**src/design/gps_ram.sv**
```systemverilog
module gps_ram #(
  parameter int unsigned Width = 8,
  parameter int unsigned Depth = 64
) (
  input  logic                     clk_i,
  input  logic                     we_i,
  input  logic [$clog2(Depth)-1:0] waddr_i,
  input  logic [Width-1:0]         wdata_i,
  input  logic [$clog2(Depth)-1:0] raddr_i,
  output logic [Width-1:0]         rdata_o
);

  logic [Width-1:0] mem_q [Depth];

  always_ff @(posedge clk_i) begin
    if (we_i) begin
      mem_q[waddr_i] <= wdata_i;
    end
    rdata_o <= mem_q[raddr_i];
  end

endmodule

```
**config.mk**
```make
export PLATFORM = sky130hd
export DESIGN_NAME = gps_ram
export DESIGN_NICKNAME = d
export VERILOG_FILES = /design/src/design/gps_ram.sv
export SDC_FILE = /design/constraint.sdc
export NUM_CORES = 1
export LEC_CHECK = 0
export ABC_CLOCK_PERIOD_IN_PS = 2750
export BUFFER_PORTS_ARGS = -buffer_cell sky130_fd_sc_hd__buf_2
export CAP_MARGIN = 20
export CORE_MARGIN = 2
export CORE_UTILIZATION = 40
export DETAILED_ROUTE_END_ITERATION = 7
export HOLD_SLACK_MARGIN = 0.08
export MAX_ROUTING_LAYER = met4
export PLACE_DENSITY = 0.64
export SETUP_SLACK_MARGIN = 0.4
export SYNTH_ARGS = -nofsm -noshare
export SYNTH_HDL_FRONTEND = slang
export SYNTH_SLANG_ARGS = --single-unit
```
**constraint.sdc**
```tcl
create_clock -name clk_i -period 2.75 [get_ports clk_i]
set_input_delay 0.6875 -clock clk_i [delete_from_list [all_inputs] [get_ports clk_i]]
set_output_delay 0.6875 -clock clk_i [all_outputs]
set_load 0.05 [all_outputs]
```
### Yosys cells after proc, flatten, opt, wreduce, memory -nomap -nowiden

Memory sizes are Yosys's and may differ from the RTL's. A register that Yosys moved wholly into a read port is not among the register bits.
Index checks and enable logic that the tools add are counted.

| word-level totals | value |
|---|---|
| memories | 1 |
| output and inout bits | 8 |
| word-level logic and storage cells | 3 |
| register bits after elaboration | 0 |
| RAM bits | 512 |
| input port bits | 22 |

| operators by class | value |
|---|---|
| muxes and demuxes | 2 |

Memory list:

| name | depth | bits a word | read ports | clocked after memory_dff | write ports | line | RTL |
|---|---|---|---|---|---|---|---|
| mem_q | 64 | 8 | 1 | 1 | 1 | 13 | `logic [Width-1:0] mem_q [Depth];` |

Operators by type and width:

| kind | count |
|---|---|
| 1-bit 2-to-1 mux | 2 |

### Logic depth before layout (Yosys ltp)

Gate-level depths: netlist of the first run.

| logic depth | value |
|---|---|
| word-level depth | 2 |
| mapped depth | 9 |

### Worst setup path after synthesis of the first run

No wires, ideal clock.

| timing path | value |
|---|---|
| kind | input -> register |
| start point | input raddr_i[1] |
| end point | register rdata_o[3], read port of mem_q |
| data required time | 2622 ps |
| data arrival time | 2227 ps |
| library setup time | 128 ps |
| cell stages on the path | 7 |
| slack | 395 ps |
| cell sequence | buf_4 -> buf_2 -> buf_2 -> mux4_2 -> mux4_2 -> o21ai_1 -> o41ai_1 |

RTL lines:

| what | line | RTL |
|---|---|---|
| from (decl) | 9 | `input logic [$clog2(Depth)-1:0] raddr_i,` |
| to (decl) | 10 | `output logic [Width-1:0] rdata_o` |

==> results by group, run 1 <==
STA
  • Max-slew violations: 0
  • Max_slew headroom: 0.611
  • Worst-Margin Slew: 0.583 ns
  • RSZ-0062 raised after global routing: false
  • Layout Skew: between 0.02 and 0.025 ns
  • Number of hold violations in the final report: 0
  • Fin crit share: 0.819
  • Crit path time final: 2.25 ns
  • Max Fclk: around 440 MHz
  • Setup_tns: 0 ns
  • Setup Viol. Count Final: 0

Placed design
  • Placed instance count: 1715
  • Port Buffers: 29
  • Post-DP HPWL: ~29 mm
  • Final Wtd Congestion: just over 0.8

Clock tree
  • CTS clk-pin slew, worst paths: ~0.060 ns
  • Post-CTS Repair Setup Buffers: 0
  • Cts hold-fix bufs: 0
  • Sink Count: 520
  • Worst-skew pair later-pin latency: 0.59 ns
  • TritonCTS Buffers: 50
  • Root Driver: clkbuf_16
  • Max clock buf depth: 3
  • H-tree Lvls: 2
  • CTS tree: done

Synthesis
  • Synth Instances: between 900 and 1000
  • Mapped cell area: 20200 um^2
  • Synth top area share: 0.762
  • Syn. warnings: 0
  • Syn_nets: around 960
  • Leading post-synthesis cells by cell area: edfxtp_1 (76%), mux4_2 (14%), nor2_1 (1.5%)
  • #FFs+latches synth: 520
  • Post-synthesis cell type count: 40
  • Sequential share of the synthesized area: 0.770
  • Syn Area/Cell: ~21 um^2
  • Leading area contributor after synthesis: edfxtp_1

Global routing
  • Grt total ovfl: 0
  • Vias in the first global route: around 10000
  • Largest net degree at the start of global routing: 65
  • Antenna violations before repair: 3
  • GRT Util Overall: 0.182
  • First-pass GRT wire length: 67.7 mm

Die
  • Core area: between 40000 and 50000 um^2
  • Die width: 229 um
  • IO Pins: 30
  • Starting Density: 0.404
  • Full die area: roughly 52000 um^2
  • Num rows: 82
  • Die height: roughly 230 um

Routing
  • Detail Route Antenna Nets: 0
  • Drt total wl: 45.3 mm
  • Post-DR vias/cell: 5.48
  • DRT iter0 DRCs: 1120
  • DRC: 0
  • Via count: 9910
  • Pre-antenna DRT Iters: 5
  • Wirelength per Cell: between 20 and 30 um

Worst setup path
  • R2r endpoint: rdata_o[4]
  • R2R depth: 6
  • Startpoint types: input port
  • Path type of the worst setup path: input port to flip-flop
  • Reg2reg setup slack: 0.75 ns
  • Worst EP arrival: about 2.7 ns
  • Critical Path RT: 3.21 ns
  • CP max FO: 17
  • CP endpoint kind: flip-flop
  • Worst flop-to-flop path startpoint: mem_q[21][4]
  • Critical path launch point: raddr_i[0]

Power
  • Total power: approximately 17 mW
  • Peak VDD IR: approximately 470 uV
  • Lkg Pwr: 7.56 nW
  • Total power divided by cell area: 709 nW/um^2

Min path
  • Hold_sp: wdata_i[1]
  • Worst min-delay path endpoint: mem_q[16][1]
  • HP Class: input port to flip-flop
  • Hold Path Stages: 1

Final layout
  • Share of layout cells above drive strength 1: 0.325
  • Commonest non-fill, non-tap cell in the layout: edfxtp_1
  • Area Overhead vs Synth: 17.0%
  • Fin cells: approximately 1800
  • Final layout net count: approximately 1100
  • Commonest non-fill, non-tap cells in the layout: edfxtp_1 (512), mux4_2 (126), buf_4 (115), nor2_1 (83), clkbuf_16 (50)

Job
  • Max-Cap Viols: 0

Run status
  • Status: finished, final reports clean
[sequential cells by signal (all words and copies together), names as in the netlist]
register,flops
rdata_o,8
mem_q,512
[cell usage after synthesis]
library cell,instances
edfxtp_1,512
mux4_2,126
nor2_1,83
mux2i_1,23
nand2_1,19
clkbuf_1,17
nor2b_1,14
buf_4,13
mux2_2,13
nand3_1,13
buf_2,11
dfxtp_1,8
o221ai_1,8
o22ai_1,8
nand2b_1,7
nor3_1,7
a221oi_1,6
a211oi_1,4
buf_1,4
buf_6,4
a21oi_1,3
a22oi_1,3
nand3b_1,3
o2111ai_1,3
o2bb2ai_1,3
a2111oi_0,2
buf_12,2
nand4_1,2
nor4_1,2
o21a_1,2
o21ai_0,2
o21ai_1,2
o221a_2,2
o32ai_1,2
o41ai_1,2
a31oi_1,1
and2_1,1
nand4b_1,1
o311ai_1,1
or3_1,1
[logic make-up after synthesis]
group / after synthesis / share of synthesized area
flops: 520 / 0.770
buf+inv: 51 / 0.0157
mux: 162 / 0.159
compound gates: 54 / 0.0207
simple gates: 153 / 0.0339
[layout make-up]
type                    instances  area [um^2]
well taps                     672          841
fillers                      4088        26400
repair buffers                154         1240
clock inverters                31          382
multi-input cells             369         4320
flip-flops and latches        520        15500
diodes                          3         7.51
clock buffers                  59         1280
[how the worst max path moves through the flow]
stage               slack [ns]    endpoint
detailed placement       -0.16  rdata_o[7]
CTS                       0.48  rdata_o[7]
finish                    0.50  rdata_o[7]
floorplan                 0.42  rdata_o[3]
global route              0.42  rdata_o[7]
global placement         -0.17  rdata_o[7]
[worst max-delay path, cell delays in order]
cell and delay [ns]:
clkbuf_8 0.28, buf_12 0.23, mux4_2 0.55, mux4_2 0.49
o21ai_0 0.33, nand2_1 0.12
[metal layers]
layer	vias to the layer above	part of all wire	GRT usage
li1	4247	-	-
met1	5217	0.41	0.237
met2	346	0.48	0.282
met3	100	0.069	0.0326
met4	0	0.039	0.0795
met5	-	0	-
[where the power goes]
group	internal [mW]	total (mW)	leakage (nW)	switching (mW)
clock network	4.10	7.01	0.801	2.91
registers	8.77	8.80	4.67	0.0313
logic	0.359	0.920	2.09	0.561
[repair_timing]
item | CTS | global route
endpoints found under the setup margin | 0 | 2
hold endpoints to repair | 0 | 0
gates resized for setup | 0 | 2
[through the flow]
| stage | utilization | worst slack (ns) | cell area (um^2) | hold WS (ns) |
|---|---|---|---|---|
| floorplan | - | 0.423 | 20200 | 0.718 |
| global placement | 0.439 | -0.172 | 21900 | 0.813 |
| detailed placement | 0.439 | -0.161 | 21900 | 0.810 |
| CTS | 0.472 | 0.477 | 23600 | 0.440 |
| global route | 0.472 | 0.421 | 23600 | 0.459 |
| finish | 0.472 | 0.496 | 23600 | 0.464 |
(Power assumes the default switching activity.)
==> run 2: changes to the inputs <==
--- a/config.mk
+++ b/config.mk
@@ -5,7 +5,7 @@
 export SDC_FILE = /design/constraint.sdc
 export NUM_CORES = 1
 export LEC_CHECK = 0
-export ABC_CLOCK_PERIOD_IN_PS = 2750
+export ABC_CLOCK_PERIOD_IN_PS = 1800
 export BUFFER_PORTS_ARGS = -buffer_cell sky130_fd_sc_hd__buf_2
 export CAP_MARGIN = 20
 export CORE_MARGIN = 2
@@ -13,7 +13,7 @@
 export DETAILED_ROUTE_END_ITERATION = 7
 export HOLD_SLACK_MARGIN = 0.08
 export MAX_ROUTING_LAYER = met4
-export PLACE_DENSITY = 0.64
+export PLACE_DENSITY = 0.66
 export SETUP_SLACK_MARGIN = 0.4
 export SYNTH_ARGS = -nofsm -noshare
 export SYNTH_HDL_FRONTEND = slang
==> constraint.sdc (replaced) <==
create_clock -name clk_i -period 1.8 [get_ports clk_i]
set_input_delay 0.45 -clock clk_i [delete_from_list [all_inputs] [get_ports clk_i]]
set_output_delay 0.45 -clock clk_i [all_outputs]
set_load 0.05 [all_outputs]
==> results by group, run 2 (same netlist as run 1, synthesis figures left out) <==
Final layout
  • Final core utilization: 0.500 (+0.0279)
  • Register bank with the most flops: mem_q
  • Max reg flops: 512 (unchanged)
  • Area Overhead vs Synth: 24.0%
  • Commonest non-fill, non-tap cell in the layout: edfxtp_1
  • Commonest non-fill, non-tap cells in the layout: edfxtp_1 (512), mux4_2 (126), buf_4 (78), nor2_4 (60), clkbuf_16 (54)
  • Final layout net count: 1124 (+0.63%)
  • Largest registers: mem_q x512, rdata_o x8
  • Share of layout cells above drive strength 1: 0.410 (+0.0854)
  • Fill cells: 3966 (-3.0%)

Die
  • Full die area: 52200 um^2 (unchanged)
  • Die height: 229 um (unchanged)
  • Core area: 50000 um^2 (unchanged)
  • Starting Density: 0.404 (unchanged)
  • Die width: 229 um (unchanged)
  • Num rows: 82 (unchanged)
  • IO Pins: 30 (unchanged)

Global routing
  • Grt total ovfl: 0 (unchanged)
  • Antenna violations before repair: 2 (-1)
  • Vias in the first global route: 10300 (+0.62%)
  • Largest net degree at the start of global routing: 65 (unchanged)
  • GRT Util Overall: 0.183 (+0.00151)
  • First-pass GRT wire length: 68.5 mm (+1.2%)

Worst setup path
  • Buf/Inv on CP: 0 (-2)
  • Startpoint types: flip-flop
  • Worst flop-to-flop path startpoint: mem_q[6][1]
  • Worst EP arrival: 2.26 ns (-0.45 ns)
  • CP endpoint kind: flip-flop
  • Slowest-stage cell, CP: mux4_2
  • Crit-path most repeated cell: mux4_2
  • Path type of the worst setup path: flip-flop to flip-flop
  • CP Cell Sequence: mux4_2, mux4_2, nor2_2, nor3_1, o2bb2ai_1
  • Reg2reg setup slack: -0.02 ns (-0.77 ns)
  • R2R depth: 5 (-1)
  • R2r endpoint: rdata_o[1]
  • Critical Path RT: 2.24 ns (-0.97 ns)
  • CP top delay family: multiplexers
  • Max incr delay on CP: 0.53 ns (-0.02 ns)
  • CP max FO: 1 (-16)

Clock tree
  • Max clock buf depth: 3 (unchanged)
  • Cts hold-fix bufs: 0 (unchanged)
  • Root Driver: clkbuf_16
  • Worst-skew pair later-pin latency: 0.56 ns (-0.03 ns)
  • TritonCTS Buffers: 51 (+2.0%)
  • CTS clk-pin slew, worst paths: 0.06 ns (about the same)
  • CTS tree: done
  • Sink Count: 520 (unchanged)
  • H-tree Lvls: 2 (unchanged)

Placed design
  • Post-DP HPWL: 29.6 mm (+1.6%)
  • Final Wtd Congestion: 0.831 (+1.8%)
  • Setup WS pre-CTS: -0.744 ns (-0.583 ns)
  • Port Buffers: 29 (unchanged)

STA
  • Layout Skew: 0.0135 ns (-0.00777 ns)
  • Max_slew headroom: 0.519 (-0.0926)
  • Max-slew violations: 0 (unchanged)
  • Crit path time final: between 1.5 and 2 ns
  • Number of hold violations in the final report: 0 (unchanged)
  • RSZ-0062 raised after global routing: true
  • Max Fclk: about 550 MHz
  • PnR worst setup slack: -0.0163 ns (-0.513 ns)
  • Setup Viol. Count Final: 3 (+3)
  • Worst-Margin Slew: 0.722 ns (+0.139 ns)
  • Fin crit share: 1.01

Run status
  • Status: finished, violations left
  • Failing checks: setup timing

Routing
  • DRC: 0 (unchanged)
  • Post-DR vias/cell: 5.53 (+0.84%)
  • Wirelength per Cell: 25.3 um (+1.3%)
  • Detail Route Antenna Nets: 0 (unchanged)
  • Pre-antenna DRT Iters: 5 (unchanged)
  • Drt total wl: 46.0 mm (+1.7%)
  • Via count: 10000 (+1.2%)
  • DRT iter0 DRCs: 1083 (-3.3%)

Power
  • Peak VDD IR: 714 uV (+53%)
  • Total power divided by cell area: 1010 nW/um^2 (+42%)
  • Lkg Pwr: 7.88 nW (+4.2%)

Min path
  • Worst min-delay path endpoint: mem_q[27][7]
  • Hold_sp: wdata_i[7]
  • Hold Path Stages: 1 (unchanged)
  • HP Class: input port to flip-flop

Job
  • Max-Cap Viols: 0 (unchanged)
## run 2: changes by cell type in the layout (fill, tap and decap cells not counted), sizes merged
cell | before | now
buf | 153 | 159
inv | 3 | 0
clkinvlp | 4 | 1
bufinv | 8 | 2
diode | 3 | 2
clkbuf | 60 | 74
## run 2: power by group
part,total (mW),internal (mW),switching [mW]
Combinational,1.76,0.766,0.993
Clock,9.99,5.74,4.25
Sequential,13.5,13.4,0.0672
Total,25.2,19.9,5.31
## run 2: metrics by stage
stage | power [mW] | setup TNS [ns] | hold WS [ns] | std cells | instance area (um^2)
finish | 25.2 | -0.0324 | 0.279 | 1815 | 25000
global route | 25.9 | -0.243 | 0.274 | 1815 | 25000
CTS | 25.3 | -0.0104 | 0.299 | 1809 | 24900
detailed placement | 15.3 | -6.86 | 0.834 | 1714 | 23000
global placement | 15.3 | -6.18 | 0.822 | 1714 | 23000
floorplan | 14.6 | -7.16 | 0.549 | 940 | 20900
## run 2: layout make-up
type / instances / area (um^2) / share of cell area
multi-input combinational: 369 / 5120 / 0.205
timing repair buffer: 160 / 1920 / 0.0766
tap: 672 / 841 / 0.0336
clock buffer: 73 / 1420 / 0.0569
sequential: 520 / 15600 / 0.622
antenna: 2 / 5.00 / 0.000200
clock inverter: 19 / 131 / 0.00525
## run 2: worst max-delay path by stage
stage                             to  cells after the start  slack (ns)         start
after floorplan           rdata_o[7]                      7       -0.20    raddr_i[0]
after global placement    rdata_o[3]                      7       -0.78    raddr_i[0]
after detailed placement  rdata_o[6]                      7       -0.74    raddr_i[0]
after CTS                 rdata_o[1]                      5      -0.008   mem_q[6][1]
after global routing      rdata_o[4]                      5       -0.05  mem_q[21][4]
final                     rdata_o[1]                      5       -0.02   mem_q[6][1]
## run 2: metal layers
layer / vias up / routed length [um] / track usage
met1: 5323 / 19400 / 0.250
met3: 75 / 3110 / 0.0331
met4: 0 / 954 / 0.0433
met2: 356 / 22500 / 0.289
li1: 4278 / - / -
met5: - / 0 / -
## run 2: repair_timing
item                                    CTS  global route
buffers inserted                          2             0
pin swaps                                11             2
resized for setup                        68            10
gates cloned                              1             0
endpoints found under the setup margin   16            16
==> run 3: changes to the inputs <==
--- a/config.mk
+++ b/config.mk
@@ -8,6 +8,7 @@
 export ABC_CLOCK_PERIOD_IN_PS = 1800
 export BUFFER_PORTS_ARGS = -buffer_cell sky130_fd_sc_hd__buf_2
 export CAP_MARGIN = 20
+export CORE_ASPECT_RATIO = 1.25
 export CORE_MARGIN = 2
 export CORE_UTILIZATION = 40
 export DETAILED_ROUTE_END_ITERATION = 7
==> results by group, run 3 (same netlist as run 1, synthesis figures left out) <==
Run status
  • Status: finished, violations left
  • Failing checks: setup timing

Final layout
  • Max reg flops: 512 (unchanged)
  • Commonest non-fill, non-tap cells in the layout: edfxtp_1 (512), mux4_2 (126), buf_4 (91), nor2_4 (61), clkbuf_16 (51)
  • Fin cells: 1808 (-0.39%)
  • Final core utilization: 0.501 (+0.000898)
  • Share of layout cells above drive strength 1: 0.426 (+0.0154)
  • Register bank with the most flops: mem_q
  • Final layout net count: 1132 (+0.71%)
  • Largest registers: mem_q x512, rdata_o x8
  • Commonest non-fill, non-tap cell in the layout: edfxtp_1
  • Area Overhead vs Synth: 24.5%

Clock tree
  • CTS tree: done
  • TritonCTS Buffers: 48 (-5.9%)
  • Cts hold-fix bufs: 0 (unchanged)
  • CTS clk-pin slew, worst paths: 0.06 ns (about the same)
  • H-tree Lvls: 2 (unchanged)
  • Sink Count: 520 (unchanged)
  • Root Driver: clkbuf_16
  • Worst-skew pair later-pin latency: 0.58 ns (+0.02 ns)
  • Max clock buf depth: 3 (unchanged)

Routing
  • DRT iter0 DRCs: 915 (-16%)
  • Post-DR vias/cell: 5.47 (-0.97%)
  • Pre-antenna DRT Iters: 5 (unchanged)
  • Detail Route Antenna Nets: 0 (unchanged)
  • Wirelength per Cell: 25.8 um (+1.7%)
  • Via count: 9896 (-1.4%)
  • Drt total wl: 46.6 mm (+1.3%)
  • DRC: 0 (unchanged)

Global routing
  • Grt total ovfl: 0 (unchanged)
  • GRT Util Overall: 0.189 (+0.00555)
  • First-pass GRT wire length: 69.1 mm (+0.92%)
  • Largest net degree at the start of global routing: 65 (unchanged)
  • Vias in the first global route: 10500 (+1.7%)
  • Antenna violations before repair: 1 (-1)

Die
  • IO Pins: 30 (unchanged)
  • Die width: 205 um (-10%)
  • Starting Density: 0.403 (-0.000867)
  • Num rows: 92 (+12%)
  • Die height: 255 um (+12%)
  • Full die area: 52200 um^2 (about the same)
  • Core area: 50100 um^2 (+0.22%)

Worst setup path
  • CP endpoint kind: flip-flop
  • Path type of the worst setup path: input port to flip-flop
  • Crit-path most repeated cell: buf_4
  • Max incr delay on CP: 0.51 ns (-0.02 ns)
  • CP max FO: 6 (+5)
  • Startpoint types: input port
  • CP top delay family: buffers and inverters
  • Slowest-stage cell, CP: nor4_1
  • Critical Path RT: 2.28 ns (+0.04 ns)
  • Buf/Inv on CP: 4 (+4)
  • CP Cell Sequence: clkbuf_16, buf_4, buf_4, mux4_2, nor2_1, nor4_1, nor3_4, buf_6, o32ai_2
  • Worst EP arrival: 2.36 ns (+0.10 ns)

Power
  • Lkg Pwr: 7.96 nW (+1.0%)
  • Peak VDD IR: 664 uV (-7.0%)
  • Total power: 25.6 mW (+1.5%)
  • Total power divided by cell area: 1020 nW/um^2 (+1.1%)

Min path
  • HP Class: input port to flip-flop

STA
  • Worst-Margin Slew: 0.729 ns (+0.00766 ns)
  • Number of hold violations in the final report: 0 (unchanged)
  • RSZ-0062 raised after global routing: true
  • PnR worst setup slack: -0.0825 ns (-0.0662 ns)
  • Fin crit share: 1.05 (+0.0368)
  • Setup Viol. Count Final: 3 (unchanged)
  • Max-slew violations: 0 (unchanged)
  • Layout Skew: 0.0220 ns (+0.00851 ns)
  • Crit path time final: 1.88 ns (+0.0662 ns)
  • Setup_tns: -0.167 ns (-0.134 ns)
  • Max Fclk: 531 MHz (-3.5%)
  • Max_slew headroom: 0.514 (-0.00511)

Placed design
  • Final Wtd Congestion: 0.865 (+4.1%)
  • Port Buffers: 29 (unchanged)
  • Placed instance count: 1711 (-0.18%)
  • Setup WS pre-CTS: -0.683 ns (+0.0613 ns)
  • Post-DP HPWL: 30.5 mm (+3.2%)

Job
  • Max-Cap Viols: 0 (unchanged)
## run 3: changes by cell type in the layout (fill, tap and decap cells not counted), moves of 3 or more
cell	delta
clkinv_1	-4
clkinv_2	+4
bufinv_16	+4
buf_4	+13
clkbuf_1	-9
clkbuf_16	-3
buf_12	-3
## run 3: metrics by stage
stage	hold slack (ns)	cell area, um^2
floorplan	0.549	20900
global placement	0.812	23100
detailed placement	0.842	23100
CTS	0.240	25000
global route	0.256	25100
finish	0.261	25100
## run 3: cell type report
type | instances | area (um^2)
fillers | 3930 | 25000
flip-flops and latches | 520 | 15600
multi-input cells | 369 | 5100
repair buffers | 171 | 1990
clock buffers | 61 | 1310
well taps | 658 | 823
clock inverters | 28 | 309
diodes | 1 | 2.50
## run 3: worst reg2reg max path, delay by kind of cell (launching register included)
| kind | cells | cell delay (ns) |
|---|---|---|
| mux | 2 | 0.77 |
| buf+inv | 1 | 0.16 |
| simple gates | 1 | 0.11 |
| flops | 1 | 0.37 |
| compound gates | 2 | 0.36 |
## run 3: repair_timing
item                       4_1_cts  5_1_grt
gates cloned                     3        0
resized for setup               64       10
pin swaps                        6        2
setup buffers                    3        0
setup endpoints to repair       16       16
## run 3: where the power goes
group	total (mW)	internal [mW]	leakage [nW]	switching, mW
Clock	10.4	6.04	0.789	4.35
Combinational	1.75	0.764	2.50	0.989
Sequential	13.5	13.4	4.68	0.0650
## run 3: worst paths after layout
kind	to	slack [ns]	start	cells after the start
max	rdata_o[4]	-0.08	raddr_i[0]	9
min	mem_q[59][1]	0.26	wdata_i[1]	1
max reg2reg	rdata_o[6]	-0.08	mem_q[29][6]	6
min reg2reg	rdata_o[6]	0.84	mem_q[30][6]	3
## run 3: routing by layer
metal,wire length [um],up-vias,global-route usage,share of wire
li1,-,4290,-,-
met1,17800,5226,0.228,0.38
met2,25000,290,0.328,0.54
met3,2110,90,0.0227,0.045
met4,1650,0,0.0683,0.035
met5,0,-,-,0
